File: config.mk
export PLATFORM = sky130hd
export DESIGN_NAME = gtg_isqrt
export DESIGN_NICKNAME = d
export VERILOG_FILES = /design/src/rtl/core/gtg_pkg.sv /design/src/rtl/core/gtg_isqrt.sv
export SDC_FILE = /design/constraint.sdc
export NUM_CORES = 1
export LEC_CHECK = 0
export ABC_AREA = 1
export BUFFER_PORTS_ARGS = -buffer_cell sky130_fd_sc_hd__buf_4
export CAP_MARGIN = 20
export CELL_PAD_IN_SITES_DETAIL_PLACEMENT = 1
export CELL_PAD_IN_SITES_GLOBAL_PLACEMENT = 1
export CORE_MARGIN = 2
export CORE_UTILIZATION = 42
export DETAILED_ROUTE_END_ITERATION = 8
export PLACE_DENSITY_LB_ADDON = 0.25
export SLEW_MARGIN = 30
export SYNTH_ARGS = -nofsm -noshare
export SYNTH_HDL_FRONTEND = slang
export SYNTH_SLANG_ARGS = --single-unit
File: constraint.sdc
create_clock -name clk -period 3.7 [get_ports clk]
set_clock_uncertainty 0.1 [all_clocks]
set_input_delay 0.37 -clock clk [delete_from_list [all_inputs] [get_ports clk]]
set_output_delay 0.37 -clock clk [all_outputs]
set_load 0.01 [all_outputs]
File: src/rtl/core/gtg_pkg.sv
// shared types, constants and tables for the go-to-goal heading controller
package gtg_pkg;

    // angle format Q3.13, carried in 18-bit signed words
    localparam int ANG_W = 18;
    localparam logic signed [ANG_W-1:0] ANG_PI      = 18'sd25736;
    localparam logic signed [ANG_W-1:0] ANG_TWO_PI  = 18'sd51472;
    localparam logic signed [ANG_W-1:0] ANG_HALF_PI = 18'sd12868;

    // cordic geometry
    localparam int CORDIC_STEPS = 14;
    localparam int CORDIC_IN_W  = 34;
    localparam int CORDIC_W     = 37;

    // shared multiplier operand widths
    localparam int MUL_A_W = 34;
    localparam int MUL_B_W = 17;
    localparam int MUL_P_W = MUL_A_W + MUL_B_W;

    // configuration register indexes
    typedef enum logic [2:0] {
        REG_GOAL_X        = 3'd0,
        REG_GOAL_Y        = 3'd1,
        REG_LINEAR_GAIN   = 3'd2,
        REG_HEADING_GAIN  = 3'd3,
        REG_MAX_LINEAR    = 3'd4,
        REG_MAX_ANGULAR   = 3'd5,
        REG_ARRIVE_RADIUS = 3'd6
    } cfg_reg_t;

    // sequencer states
    typedef enum logic [3:0] {
        ST_IDLE,
        ST_SQX,
        ST_SQY,
        ST_SUM,
        ST_ROOT,
        ST_CHECK,
        ST_LIN,
        ST_CAP,
        ST_QMUL,
        ST_QCHK,
        ST_BEAR,
        ST_YAW,
        ST_ERR,
        ST_HMUL,
        ST_ANG,
        ST_OUT
    } state_t;

    // arctangent table, Q3.13
    function automatic logic [12:0] atan_lut(input logic [3:0] idx);
        logic [12:0] v;
        unique case (idx)
            4'd0:    v = 13'd6434;
            4'd1:    v = 13'd3798;
            4'd2:    v = 13'd2007;
            4'd3:    v = 13'd1019;
            4'd4:    v = 13'd511;
            4'd5:    v = 13'd256;
            4'd6:    v = 13'd128;
            4'd7:    v = 13'd64;
            4'd8:    v = 13'd32;
            4'd9:    v = 13'd16;
            4'd10:   v = 13'd8;
            4'd11:   v = 13'd4;
            4'd12:   v = 13'd2;
            4'd13:   v = 13'd1;
            default: v = 13'd0;
        endcase
        return v;
    endfunction

endpackage

File: src/rtl/core/gtg_isqrt.sv
// iterative integer square root, two radicand bits per cycle
module gtg_isqrt
    import gtg_pkg::*;
(
    input  logic        clk,
    input  logic        rst_n,
    input  logic        start,
    input  logic [65:0] radicand,
    output logic        busy,
    output logic        done,
    output logic [32:0] root
);

    logic        busy_reg, busy_next;
    logic        done_reg, done_next;
    logic [5:0]  cnt_reg, cnt_next;
    logic [65:0] rad_reg, rad_next;
    logic [35:0] rem_reg, rem_next;
    logic [32:0] root_reg, root_next;
    logic [37:0] rem_sh;
    logic [37:0] trial;

    // one restoring step
    always_comb
    begin
        rem_sh    = {rem_reg, rad_reg[65:64]};
        trial     = {3'b000, root_reg, 2'b01};
        busy_next = busy_reg;
        done_next = 1'b0;
        cnt_next  = cnt_reg;
        rad_next  = rad_reg;
        rem_next  = rem_reg;
        root_next = root_reg;
        if (start)
        begin
            busy_next = 1'b1;
            cnt_next  = 6'd0;
            rad_next  = radicand;
            rem_next  = '0;
            root_next = '0;
        end
        else if (busy_reg)
        begin
            rad_next = {rad_reg[63:0], 2'b00};
            if (rem_sh >= trial)
            begin
                rem_next  = 36'(rem_sh - trial);
                root_next = {root_reg[31:0], 1'b1};
            end
            else
            begin
                rem_next  = rem_sh[35:0];
                root_next = {root_reg[31:0], 1'b0};
            end
            cnt_next = cnt_reg + 6'd1;
            if (cnt_reg == 6'd32)
            begin
                busy_next = 1'b0;
                done_next = 1'b1;
            end
        end
    end

    // control state
    always_ff @(posedge clk or negedge rst_n)
    begin
        if (!rst_n)
        begin
            busy_reg <= 1'b0;
            done_reg <= 1'b0;
            cnt_reg  <= '0;
        end
        else
        begin
            busy_reg <= busy_next;
            done_reg <= done_next;
            cnt_reg  <= cnt_next;
        end
    end

    // datapath
    always_ff @(posedge clk)
    begin
        rad_reg  <= rad_next;
        rem_reg  <= rem_next;
        root_reg <= root_next;
    end

    assign busy = busy_reg;
    assign done = done_reg;
    assign root = root_reg;

endmodule

==> results by group <==
Global route
  – Vias in the first global route: between 8,000 and 9,000
  – Largest net degree at the start of global routing: 56
  – M2 GR Usage: a little over two fifths
  – Grt total ovfl: 0
  – Global-route usage over all layers: 24.2%
  – Top Usage Layer GRT: met2
  – Met1 usage: about 29%
  – M3 GR Usage: roughly 5.4%
  – Initial antenna violation count: 0
  – First-pass GRT wire length: between 40,000 and 50,000 microns

Worst setup path
  – Buf/Inv on CP: 2
  – CP arrival: roughly 2900 ps
  – Kind of critical path: reg2reg
  – Crit path launch type: flop
  – Worst-path fanout max: 27
  – CP most frequent cell: nand2_1
  – Worst setup EP type: flop
  – WP data required: slightly below 4000 ps
  – Top delay family on crit path: simple AND/OR/NAND/NOR gates
  – Critical Path Slowest Stage Cell: ha_1
  – Crit-path max cell delay: between 300 and 400 ps
  – Worst path cell trace: inv_1, ha_1, nand2_1, inv_1, a21oi_1, nand2_1, nand2_1, nand3_2, nor2_4, nand2_4, nand2_2, nand2_1, nand2_1, nand2_1

STA
  – RSZ-0062 raised after global routing: false
  – Max Fclk: 373 MHz
  – Final setup viols: 0
  – TNS Setup: 0 ps
  – Slew Viols, Final: 0
  – Slew headroom: 44.8%
  – Min Clock Period, post-route: 2680 ps
  – Final Hold Fails: 0
  – Part of the cycle the worst path needs: 72.5%
  – Worst slew pin tran: 827 ps
  – Setup ws final: roughly 1000 ps

Place
  – Placed Instance Area: between 9000 and 10,000 sq um
  – Port bufs: 103
  – DP HPWL: between 15,000 and 20,000 microns
  – GP Congestion: approximately 0.93
  – Setup slack at placement: about 1000 ps

CTS
  – Clock-pin slew on the worst setup and hold paths: around 60 ps
  – Htree depth: 4
  – TritonCTS clock tree: done
  – CTS resizes: 0
  – Root Driver: clkbuf_16
  – Hold buffer count at CTS: 1
  – Clock insertion delay at the later pin of the skew report: between 400 and 500 ps
  – Total CTS buffers: 17
  – Post-CTS Setup Inserts: 0
  – Longest Clk Path Bufs: 2
  – Sink Count: roughly 140

Yosys
  – Top FF cell, synth: dfxtp_1
  – Post-synthesis sequential area ratio: a little over two fifths
  – Ys async rst share: between 5 and 6%
  – Synth top cells by count: nand2_1, inv_1, nand3_1
  – Synth top area cells: nand2_1, edfxtp_1, dfxtp_1
  – Post-synth EDFFs: 66
  – Post-Syn Area per Cell: 7.02 sq um
  – Most area-hungry cell type in the Yosys netlist: nand2_1
  – Post-synthesis cell count: between 1,000 and 1,500
  – Post-synthesis register bit count: approximately 140
  – Cell Area, Synth: roughly 8400 sq um
  – Syn Nets: 1,305
  – Count leader, synth: nand2_1
  – Count of cell types in the netlist: 37
  – YS warnings: 0
  – Post-synth top area share: between 20% and 30%

Hold path
  – Min-delay worst type: in2reg

Run status
  – Status: completed

Finish
  – Core Util, Final: 51.2%
  – Synth-to-Final Area Change: 19.3%
  – Max FFs per register: 66
  – Design Area, Final: 10,000 sq um
  – Share of layout cells above drive strength 1: 12.8%
  – # diodes: 0
  – Final net count: ~1,400

Routing
  – Drt first-iter violations: just under 300
  – Final wirelength: ~25,000 microns
  – Via-per-instance ratio: 5.05
  – # DRC: 0
  – Routed len/inst: around 16 microns
  – Vias: 7,946
  – Antenna Nets Post-Route: 0
  – Drt first pass iters: 4

Pwr
  – Power Density: slightly above 800 nW/um^2
  – Static leakage: about 5.1 nW
  – Maximum vdd drop: roughly 0.41 mV

Floorplan
  – # rows: slightly above 50
  – Die X-Extent: between 100 and 150 microns
  – IO Pins: between 100 and 150
  – Initial core utilization: 43.0%
  – Die H: between 100 and 150 microns
  – Core Area: 19,600 sq um
  – Die area: 21,200 sq um

Flow run
  – Max Cap Viol: 0
-- area by class of cell --
class / count / area [sq um]
timing repair buffer: 115 / 866
inverter: 139 / 524
tap: 265 / 332
clock inverter: 14 / 171
multi-input combinational: 879 / 4150
sequential: 143 / 3560
clock buffer: 18 / 429
fill: 2560 / 9550
-- stage by stage --
stage | hold WS [ps] | instances | total power [mW]
floorplan | -25.6 | 1199 | 5.28
global placement | 94.3 | 1540 | 6.30
detailed placement | 95.0 | 1540 | 6.41
CTS | 81.1 | 1573 | 8.27
global route | 89.5 | 1573 | 8.94
finish | 98.2 | 1573 | 8.22
-- path summary, 6_finish.rpt --
path                             start     endpoint  slack (ps)  depth (start not counted)
setup / recovery              root[26]  rem_reg[32]        1020                         14
hold / removal             radicand[1]   rad_reg[1]         100                          3
setup reg to reg              root[26]  rem_reg[32]        1020                         14
hold reg to reg            rem_reg[34]  rem_reg[34]         370                          2
max in group asynchronous        rst_n   cnt_reg[1]        3170                          2
min in group asynchronous        rst_n         busy         200                          2
-- layout by cell type (no fill, tap or decap), types with 7 or more instances in the layout --
| cell | Yosys | routed |
|---|---|---|
| edfxtp_1 | 66 | 66 |
| dfrtp_1 | 8 | 8 |
| a21oi_1 | 35 | 35 |
| nand2_1 | 533 | 533 |
| xor2_1 | 12 | 12 |
| o21ai_0 | 16 | 16 |
| nand3_1 | 75 | 75 |
| o21bai_1 | 9 | 9 |
| buf_4 | 0 | 114 |
| ha_1 | 37 | 37 |
| inv_1 | 136 | 136 |
| nor3_1 | 7 | 7 |
| dfxtp_1 | 69 | 69 |
| o22ai_1 | 32 | 32 |
| nand4_1 | 9 | 9 |
| clkbuf_16 | 0 | 17 |
| nor2_2 | 7 | 9 |
| nor2_1 | 72 | 70 |
| nand3b_1 | 7 | 7 |
-- tightest hold or removal path, stage by stage --
cell and delay (ps):
buf_4 80, nand2_1 40, inv_1 40
-- metal layers --
metal  share of wire [%]  up-vias
met5                   0        -
li1                    -     3994
met4                 1.6        0
met1                  44     3792
met2                  51      135
met3                 3.7       25
-- where the power goes --
part | switching, mW | internal (mW) | leakage [nW] | total, mW
sequential | 0.156 | 1.91 | 1.40 | 2.06
combinational | 2.91 | 1.46 | 3.44 | 4.36
clock | 0.777 | 1.02 | 0.286 | 1.80
total | 3.84 | 4.38 | 5.12 | 8.22
-- logic make-up (layout without fill, tap and decap cells) --
family                     Yosys count  in the layout  share of synthesized area (%)
xor gates and xnor gates            18             18                           1.87
AOI/OAI and AO/OA                  101            101                           6.86
adders and majority gates           37             37                           5.50
and+or+nand+nor                    723            723                           35.0
DFF                                143            143                           42.3
buffers and inverters              177            286                           8.37
(Power assumes the default switching activity.)
