### src/rtl/core/gtg_pkg.sv
// shared types, constants and tables for the go-to-goal heading controller
package gtg_pkg;

    // angle format Q3.13, carried in 18-bit signed words
    localparam int ANG_W = 18;
    localparam logic signed [ANG_W-1:0] ANG_PI      = 18'sd25736;
    localparam logic signed [ANG_W-1:0] ANG_TWO_PI  = 18'sd51472;
    localparam logic signed [ANG_W-1:0] ANG_HALF_PI = 18'sd12868;

    // cordic geometry
    localparam int CORDIC_STEPS = 14;
    localparam int CORDIC_IN_W  = 34;
    localparam int CORDIC_W     = 37;

    // shared multiplier operand widths
    localparam int MUL_A_W = 34;
    localparam int MUL_B_W = 17;
    localparam int MUL_P_W = MUL_A_W + MUL_B_W;

    // configuration register indexes
    typedef enum logic [2:0] {
        REG_GOAL_X        = 3'd0,
        REG_GOAL_Y        = 3'd1,
        REG_LINEAR_GAIN   = 3'd2,
        REG_HEADING_GAIN  = 3'd3,
        REG_MAX_LINEAR    = 3'd4,
        REG_MAX_ANGULAR   = 3'd5,
        REG_ARRIVE_RADIUS = 3'd6
    } cfg_reg_t;

    // sequencer states
    typedef enum logic [3:0] {
        ST_IDLE,
        ST_SQX,
        ST_SQY,
        ST_SUM,
        ST_ROOT,
        ST_CHECK,
        ST_LIN,
        ST_CAP,
        ST_QMUL,
        ST_QCHK,
        ST_BEAR,
        ST_YAW,
        ST_ERR,
        ST_HMUL,
        ST_ANG,
        ST_OUT
    } state_t;

    // arctangent table, Q3.13
    function automatic logic [12:0] atan_lut(input logic [3:0] idx);
        logic [12:0] v;
        unique case (idx)
            4'd0:    v = 13'd6434;
            4'd1:    v = 13'd3798;
            4'd2:    v = 13'd2007;
            4'd3:    v = 13'd1019;
            4'd4:    v = 13'd511;
            4'd5:    v = 13'd256;
            4'd6:    v = 13'd128;
            4'd7:    v = 13'd64;
            4'd8:    v = 13'd32;
            4'd9:    v = 13'd16;
            4'd10:   v = 13'd8;
            4'd11:   v = 13'd4;
            4'd12:   v = 13'd2;
            4'd13:   v = 13'd1;
            default: v = 13'd0;
        endcase
        return v;
    endfunction

endpackage

### src/rtl/core/gtg_cordic.sv
// iterative vectoring cordic atan2, one micro-rotation per cycle
module gtg_cordic
    import gtg_pkg::*;
(
    input  logic                          clk,
    input  logic                          rst_n,
    input  logic                          start,
    input  logic signed [CORDIC_IN_W-1:0] y_in,
    input  logic signed [CORDIC_IN_W-1:0] x_in,
    output logic                          done,
    output logic signed [ANG_W-1:0]       angle
);

    logic                       busy_reg, busy_next;
    logic                       done_reg, done_next;
    logic [3:0]                 idx_reg, idx_next;
    logic                       zero_reg, zero_next;
    logic signed [CORDIC_W-1:0] x_reg, x_next;
    logic signed [CORDIC_W-1:0] y_reg, y_next;
    logic signed [ANG_W-1:0]    z_reg, z_next;
    logic signed [CORDIC_W-1:0] xi, yi, xs, ys;
    logic signed [ANG_W-1:0]    step_ang;

    // quadrant pre-rotation on start, then micro-rotations
    always_comb
    begin
        xi        = CORDIC_W'(x_in);
        yi        = CORDIC_W'(y_in);
        xs        = x_reg >>> idx_reg;
        ys        = y_reg >>> idx_reg;
        step_ang  = ANG_W'(atan_lut(idx_reg));
        busy_next = busy_reg;
        done_next = 1'b0;
        idx_next  = idx_reg;
        zero_next = zero_reg;
        x_next    = x_reg;
        y_next    = y_reg;
        z_next    = z_reg;
        if (start)
        begin
            busy_next = 1'b1;
            idx_next  = 4'd0;
            zero_next = (x_in == '0) && (y_in == '0);
            if (x_in < 0)
            begin
                if (y_in >= 0)
                begin
                    x_next = yi;
                    y_next = -xi;
                    z_next = ANG_HALF_PI;
                end
                else
                begin
                    x_next = -yi;
                    y_next = xi;
                    z_next = -ANG_HALF_PI;
                end
            end
            else
            begin
                x_next = xi;
                y_next = yi;
                z_next = '0;
            end
        end
        else if (busy_reg)
        begin
            if (y_reg > 0)
            begin
                x_next = x_reg + ys;
                y_next = y_reg - xs;
                z_next = z_reg + step_ang;
            end
            else
            begin
                x_next = x_reg - ys;
                y_next = y_reg + xs;
                z_next = z_reg - step_ang;
            end
            idx_next = idx_reg + 4'd1;
            if (idx_reg == 4'(CORDIC_STEPS - 1))
            begin
                busy_next = 1'b0;
                done_next = 1'b1;
            end
        end
    end

    // control state
    always_ff @(posedge clk or negedge rst_n)
    begin
        if (!rst_n)
        begin
            busy_reg <= 1'b0;
            done_reg <= 1'b0;
            idx_reg  <= '0;
        end
        else
        begin
            busy_reg <= busy_next;
            done_reg <= done_next;
            idx_reg  <= idx_next;
        end
    end

    // datapath
    always_ff @(posedge clk)
    begin
        zero_reg <= zero_next;
        x_reg    <= x_next;
        y_reg    <= y_next;
        z_reg    <= z_next;
    end

    // atan2 of the origin is zero
    assign done  = done_reg;
    assign angle = zero_reg ? '0 : z_reg;

endmodule

### config.mk
export PLATFORM = sky130hd
export DESIGN_NAME = gtg_cordic
export DESIGN_NICKNAME = d
export VERILOG_FILES = /design/src/rtl/core/gtg_pkg.sv /design/src/rtl/core/gtg_cordic.sv
export SDC_FILE = /design/constraint.sdc
export NUM_CORES = 1
export LEC_CHECK = 0
export ABC_CLOCK_PERIOD_IN_PS = 11450
export BUFFER_PORTS_ARGS = -buffer_cell sky130_fd_sc_hd__buf_2
export CORE_MARGIN = 10
export CORE_UTILIZATION = 35
export CTS_BUF_LIST = sky130_fd_sc_hd__clkbuf_8
export DETAILED_ROUTE_END_ITERATION = 8
export PLACE_DENSITY = 0.57
export SLEW_MARGIN = 10
export SYNTH_ARGS = -nofsm -noshare
export SYNTH_HDL_FRONTEND = slang
export SYNTH_SLANG_ARGS = --single-unit
### constraint.sdc
create_clock -name clk -period 11.45 [get_ports clk]
set_input_delay 1.145 -clock clk [delete_from_list [all_inputs] [get_ports clk]]
set_output_delay 1.145 -clock clk [all_outputs]
set_load 0.02 [all_outputs]
==> flow_metrics.tcl, run 1 <==
set metrics [dict create \
    syn2layout_area_growth_pct 6.05 \
    layout_common_cells "nand2_1, o21ai_0, a21oi_1, nor2_1, xnor2_1" \
    cts_buffer_depth 2 \
    finClkSkew_ps 27.4 \
    grt_max_degree 91 \
    synth_seq_cells 99 \
    routedWlPerCell_um 21.6 \
    design_area_um2 17600 \
    r2r_end "y_reg[34]" \
    slew_viol_final 0 \
    ant_nets 0 \
    final_layout_size_suffix_gt1_share_pct 12.5 \
    setup_slack_ps 4130 \
    synth_top_area_cell "edfxtp_1" \
    cts_tree "built" \
    post-place-ws_ps 4310 \
    antenna_found_initial 4 \
    cp_slowest_cell "clkinv_1" \
    slowest_delay_ps 860 \
    rrSetupSlack_ps 4130 \
    placed_area_um2 17400 \
    use_met2_pct 30.5 \
    drc 0 \
    met3_usage_pct 2.56 \
    outcome "complete, no violations" \
    grt.met1_usage_pct 27.8 \
    worstPathRequired_ps 11730 \
    setup_tns_ps 0 \
    ys.flop_type "edfxtp_1" \
    instances_no_fill 2670 \
    core_area_um2 46800 \
    ys_warn_count 0 \
    rsz0062_at_grt "no" \
    path_cells "clkinv_1 > mux2i_1 > o21ai_0 > a21oi_1 > ha_1 > and3_1 > nor2b_1 > and2_1 > a21oi_1 > nor2_1 > xor2_1 > ha_1 > a21oi_1 > o221ai_1 > a211o_1 > a221o_1 > a31oi_1 > o32ai_1 > o21a_1 > o21a_1 > o21a_1 > o31ai_1" \
    num_vias 16100 \
    wl_um 57800 \
    num_rows 79 \
    synth_nets 2236 \
    ctsHtreeMaxLevel 3 \
    synth_top_area_share_pct 16.8 \
    syn-cell-area_um2 16600 \
    relSlewSlack_pct 26.1 \
    reg2regPathDepth 22 \
    clkLatencyLatePin_ps 480 \
    io_buffers 89 \
    worst-path-buf-inv 1 \
    placed_cells 2653 \
    io_pins 90 \
    crit_arrival_ps 7610 \
    via_per_inst 6.03 \
    dr.pass1.iters 6 \
    synth_area_per_cell_um2 8.07 \
    layout.nets 2234 \
    drtIter0Drc 1710 \
    die_h_um 238 \
    synth_edf_count 93 \
    die_x_um 238 \
    critPathMaxFanout 33 \
    worst_hold_path_type "primary input to async pin" \
    worst_slew_pin_slew_ps 1110 \
    seq_area_frac_synth_pct 17.7 \
    initial_utilization_pct 35.5 \
    synth_cell_types 90 \
    period_share_pct 63.9 \
    cp-start-kind "flop" \
    cts_made_buffers 9 \
    cp-end-kind "flop" \
    finalCriticalPeriod_ps 7320 \
    crit_type "flop to flop" \
    synthTopCellsByArea "edfxtp_1, ha_1, mux4_2, xnor2_1, o21ai_0" \
    path_clk_slew_ps 140 \
    r2r_start "idx_reg[1]" \
    cts-root-buf "clkbuf_8" \
    setup_viol 0 \
    finalHoldViolations 0 \
    dieArea_um2 56600 \
    final_common_cell "nand2_1" \
    grt_pass1_wl_um 88100 \
    nFillCells 4904 \
    postSynthCellCount 2059 \
    place.gp.congestion 0.939 \
    drv_cap 0 \
    cts.sinks 99 \
    grt.busiest_layer "met2" \
    grt_use_total_pct 19.7 \
    ctsHoldBuffers 0 \
    postCtsSetupBuffers 0 \
    grt_pass1_vias 15000 \
    critical_path.top_delay_family "compound AO/OA/AOI/OAI gates" \
    async_reset_ff_share_pct 6.06 \
    fmax_mhz 137 \
    overflow 0 \
    ctsResizeCount 0 \
    place_hpwl_um 45000 \
]
cell type report:
cell class | instances | area (um^2) | share of cell area, %
Inverter | 64 | 240 | 1.36
Sequential cell | 99 | 2950 | 16.8
Clock inverter | 7 | 50.0 | 0.284
Tap cell | 607 | 759 | 4.31
Timing Repair Buffer | 107 | 586 | 3.32
Multi-Input combinational cell | 1776 | 12900 | 73.3
Antenna cell | 1 | 2.50 | 0.0142
Clock buffer | 9 | 124 | 0.703
logic make-up after synthesis:
family | Yosys count | share of synthesized area, %
compound gates | 655 | 24.9
xor+xnor | 200 | 10.5
fa+ha+maj | 106 | 8.12
buf+inv | 184 | 4.64
flops | 99 | 17.7
mux | 176 | 15.4
simple gates | 639 | 18.7
synth_stat cells (all sizes together), types with 48 or more instances:
cell / n
a21oi: 148
mux2i: 67
inv: 62
mux4: 58
mux2: 51
nor2: 142
edfxtp: 93
ha: 103
o211ai: 68
o21ai: 199
nand2: 204
nor3: 48
xor2: 89
xnor2: 111
clkbuf: 79
per-stage QoR:
| stage | hold WS (ps) | utilization (%) |
|---|---|---|
| floorplan | 665 | - |
| global placement | 644 | 37.3 |
| detailed placement | 655 | 37.3 |
| CTS | 462 | 37.7 |
| global route | 485 | 37.7 |
| finish | 478 | 37.7 |
worst max path at each step:
| stage | startpoint | endpoint | slack [ps] | cells past startpoint |
|---|---|---|---|---|
| global placement | idx_reg[1] | y_reg[34] | 4470 | 22 |
| global route | idx_reg[1] | y_reg[34] | 3640 | 22 |
| detailed placement | idx_reg[1] | y_reg[34] | 4310 | 22 |
| floorplan | idx_reg[2] | y_reg[34] | 5270 | 30 |
| CTS | idx_reg[1] | y_reg[34] | 4260 | 22 |
| finish | idx_reg[1] | y_reg[34] | 4130 | 22 |
metal layers:
layer  part of all wire [%]  wire (um)
met1                     46      26600
met2                     44      25300
met3                    7.5       4320
met4                    2.6       1500
met5                  0.023         13
Power of run 1 is left out: the tool's default activity adds up to more than one toggle a clock period on the data nets, which glitch-free logic cannot reach.
==> run 2, diff against run 1 <==
ABC_CLOCK_PERIOD_IN_PS = 7000   (was 11450)
clock period = 7 ns   (was 11.45 ns; I/O delays follow)
==> run 2 against run 1 <==
  * Maximum frequency rose by 13%
  * Critical endpoint is now y_reg[36]
  * Worst hold slack lost 440 ps
  * Global-route usage increased by 0.77 points
==> flow_metrics.tcl, run 2 (synthesis results as in run 1) <==
set metrics [dict create \
    worst_slew_pin_slew_ps 1090 \
    finalCriticalPeriod_ps 6480 \
    path_clk_slew_ps 150 \
    finClkSkew_ps 36.9 \
    place_hpwl_um 47000 \
    slew_viol_final 0 \
    layout_common_cells "nand2_1, o21ai_0, a21oi_1, nor2_1, xnor2_1" \
    num_rows 79 \
    num_vias 16300 \
    hold_slack_ps 37.9 \
    diodes 0 \
    crit_arrival_ps 6690 \
    dieArea_um2 56600 \
    core_area_um2 46800 \
    cts-root-buf "clkbuf_8" \
    ant_nets 0 \
    final_common_cell "nand2_1" \
    cts_tree "built" \
    rsz0062_at_grt "no" \
    worstPathRequired_ps 7200 \
    fmax_mhz 154 \
    layout.nets 2260 \
    routedWlPerCell_um 22.2 \
    ctsHtreeMaxLevel 3 \
    initial_utilization_pct 35.5 \
    place.gp.congestion 0.948 \
    crit_type "flop to flop" \
    setup_viol 0 \
    drtIter0Drc 1572 \
    cp-start-kind "flop" \
    cts.sinks 99 \
    final_layout_size_suffix_gt1_share_pct 13.6 \
    grt_use_total_pct 20.5 \
    syn2layout_area_growth_pct 7.50 \
    period_share_pct 92.6 \
    overflow 0 \
    cts_buffer_depth 2 \
    grt_pass1_vias 15500 \
    via_per_inst 6.06 \
    grt_pass1_wl_um 91300 \
    nFillCells 4796 \
    antenna_found_initial 0 \
    setup_slack_ps 517 \
    post-place-ws_ps 515 \
    ctsResizeCount 0 \
    die_h_um 238 \
    regArea_um2 2950 \
    relSlewSlack_pct 27.0 \
    cp-end-kind "flop" \
    setup_tns_ps 0 \
    dr.pass1.iters 6 \
    wl_um 59700 \
    drv_cap 0 \
    critPathMaxFanout 39 \
    io_buffers 89 \
    clkLatencyLatePin_ps 480 \
    drc 0 \
    grt_max_degree 99 \
    io_pins 90 \
    cts_made_buffers 9 \
    multiInputGateArea_um2 12900 \
    worst_hold_path_type "primary input to async pin" \
    finalHoldViolations 0 \
    fin_util_pct 38.2 \
    outcome "complete, no violations" \
    die_x_um 238 \
]
## run 2: cell type report
class                           count  share of cell area [%]
Clock buffer                        9                   0.693
Multi-Input combinational cell   1776                    72.3
Inverter                           64                    1.34
Timing Repair Buffer              133                    4.58
Sequential cell                    99                    16.5
Tap cell                          607                    4.25
Clock inverter                      7                   0.336
## run 2: critical path: stages, from the launching register on
cell      delay [ps]
dfrtp_4          840
clkinv_1         320
mux2i_1          400
o21ai_0          210
a21oi_1          240
ha_1             190
and3_1           200
nor2b_1          290
and2_1           200
buf_4            170
nor2_1            60
xnor2_1          260
ha_1             360
a21oi_1          230
o221ai_1         200
a211o_1          350
a221o_1          320
a31oi_1          240
buf_4            200
o32ai_1          130
o41ai_1          490
xnor2_1          180
o21ai_1           80
## run 2: worst paths after layout
path | from | to | slack (ps) | cells past startpoint
worst max-delay path | idx_reg[1] | y_reg[36] | 520 | 22
worst min-delay path | rst_n | idx_reg[1] | 40 | 1
min in group clk | x_in[19] | x_reg[19] | 600 | 3
max in group asynchronous | rst_n | idx_reg[2] | 6730 | 1
worst max register to register | idx_reg[1] | y_reg[36] | 520 | 22
worst min register to register | busy_reg | busy_reg | 670 | 2
## run 2: per-layer routing
layer | part of all wire (%) | global-route usage [%] | vias to the layer above
li1 | - | - | 7804
met1 | 46 | 28.5 | 7886
met2 | 45 | 32.3 | 575
met3 | 6.8 | 2.87 | 63
met4 | 2.4 | 6.10 | 0
met5 | 0 | 0 | -
## run 2: stage by stage
| step | instance area [um^2] | instances |
|---|---|---|
| 2_1_floorplan | 16600 | 2059 |
| 3_3_place_gp | 17700 | 2678 |
| 3_5_place_dp | 17700 | 2678 |
| 4_1_cts | 17800 | 2694 |
| 5_1_grt | 17900 | 2695 |
| 6_report | 17900 | 2695 |
## run 2: what timing repair did
action | in CTS | in global routing
setup endpoints to repair | 0 | 2
hold buffers | 0 | 0
setup buffers | 0 | 1
Power of run 2 is left out for the same reason.
==> run 3, diff against run 2 <==
CORE_UTILIZATION = 65   (was 35)
PLACE_DENSITY = 0.9   (was 0.57)
==> run 3 against run 2 <==
  * Maximum frequency fell by 2.8%
  * Non-clock buffer count decreased by 4
  * Worst setup slack got worse by 190 ps
  * Global-route usage increased by 12 points
  * Cell area down 2.2%
  * First-iteration DRC count is 70% higher
  * Worst hold slack improved by 47 ps
  * Routed wire length decreased by 7.0%
  * Sequential share of layout area rose by 0.36 points
==> flow_metrics.tcl, run 3 (synthesis results as in run 1) <==
set metrics [dict create \
    drc 0 \
    crit_arrival_ps 6920 \
    nFillCells 2068 \
    finalHoldViolations 0 \
    worst_hold_path_type "primary input to async pin" \
    cp-end-kind "flop" \
    critPathMaxFanout 21 \
    setup_viol 0 \
    io_pins 90 \
    antenna_found_initial 1 \
    slew_viol_final 0 \
    overflow 0 \
    fin_util_pct 69.4 \
    grt_max_degree 95 \
    final_layout_size_suffix_gt1_share_pct 13.5 \
    cp-start-kind "flop" \
    dr.pass1.iters 7 \
    die_h_um 180 \
    num_rows 58 \
    place_hpwl_um 43000 \
    relSlewSlack_pct 42.9 \
    regArea_um2 2950 \
    grt_use_total_pct 32.4 \
    io_buffers 89 \
    rsz0062_at_grt "no" \
    r2r_end "y_reg[34]" \
    hold_slack_ps 85.4 \
    place.gp.congestion 1.08 \
    grt_pass1_wl_um 86300 \
    die_x_um 180 \
    outcome "complete, no violations" \
    syn2layout_area_growth_pct 5.13 \
    routedWlPerCell_um 23.0 \
    fmax_mhz 150 \
    finClkSkew_ps 28.5 \
    final_common_cell "nand2_1" \
    path_clk_slew_ps 140 \
    layout_common_cells "nand2_1, o21ai_0, a21oi_1, nor2_1, xnor2_1" \
    ant_nets 0 \
    clkLatencyLatePin_ps 420 \
    via_per_inst 7.04 \
    cts_tree "built" \
    worst_slew_pin_slew_ps 855 \
    r2r_start "idx_reg[1]" \
    multiInputGateArea_um2 12900 \
    drv_cap 0 \
    drtIter0Drc 2666 \
    setup_tns_ps 0 \
    initial_utilization_pct 66.0 \
    finalCriticalPeriod_ps 6670 \
    core_area_um2 25200 \
    rrSetupSlack_ps 330 \
    ctsHtreeMaxLevel 3 \
    cts-root-buf "clkbuf_8" \
    ctsResizeCount 0 \
    diodes 0 \
    cts_buffer_depth 2 \
    period_share_pct 95.3 \
    num_vias 17000 \
    cts.sinks 99 \
    cts_made_buffers 9 \
    wl_um 55600 \
    reg2regPathDepth 21 \
    cp-endpoint "y_reg[34]" \
    crit_type "flop to flop" \
    layout.nets 2256 \
    grt_pass1_vias 15900 \
    worstPathRequired_ps 7250 \
    crit_start "idx_reg[1]" \
    dieArea_um2 32400 \
]
-- run 3: cell types whose count changed in the layout (fill, tap and decap cells not counted), sizes merged --
| cell | previous run | this run |
|---|---|---|
| buf | 133 | 129 |
| inv | 67 | 66 |
-- run 3: timing repair --
item                       in CTS  in global routing
setup buffers                   0                  1
hold buffers                    0                  0
setup endpoints to repair       0                  1
-- run 3: routing by layer --
metal | part of all wire [%] | global-route usage (%) | vias up
met2 | 43 | 48.6 | 1075
met5 | 0.023 | 0 | -
met4 | 3.7 | 12.5 | 2
met1 | 40 | 43.6 | 7964
li1 | - | - | 7790
met3 | 13 | 8.53 | 158
-- run 3: area by class of cell --
class / count / share of cell area [%]
Multi-Input combinational cell: 1776 / 73.9
Sequential cell: 99 / 16.9
Timing Repair Buffer: 129 / 4.44
Tap cell: 330 / 2.36
Inverter: 64 / 1.38
Clock buffer: 9 / 0.709
Clock inverter: 6 / 0.329
-- run 3: critical path, cell delays in order, from the launching register on --
cell,delay (ps)
dfrtp_2,760
buf_4,340
nand2b_1,420
nor3_1,120
nor4_1,740
o21ai_0,300
and2_1,240
and2_1,240
a21oi_1,240
nor2_1,90
xor2_1,220
ha_1,320
a21oi_1,190
o221ai_1,170
a211o_1,370
a221o_1,340
a31oi_1,380
o32ai_1,250
o21a_1,240
o21a_1,180
o21a_1,160
o31ai_1,190
-- run 3: worst min path at each step --
stage	to	slack [ps]	depth (start not counted)	startpoint
after floorplan	busy_reg	400	0	rst_n
after global placement	busy_reg	550	1	rst_n
after detailed placement	busy_reg	550	1	rst_n
after CTS	idx_reg[1]	100	1	rst_n
after global routing	idx_reg[0]	90	1	rst_n
final	idx_reg[0]	90	1	rst_n
-- run 3: through the flow --
stage                     cell area, um^2  cells  setup slack (ps)
after floorplan                     16600   2059               817
after global placement              17300   2397               623
after detailed placement            17300   2397               542
after CTS                           17500   2412               517
after global routing                17500   2413              90.2
final                               17500   2413               329
Power of run 3 is left out for the same reason.
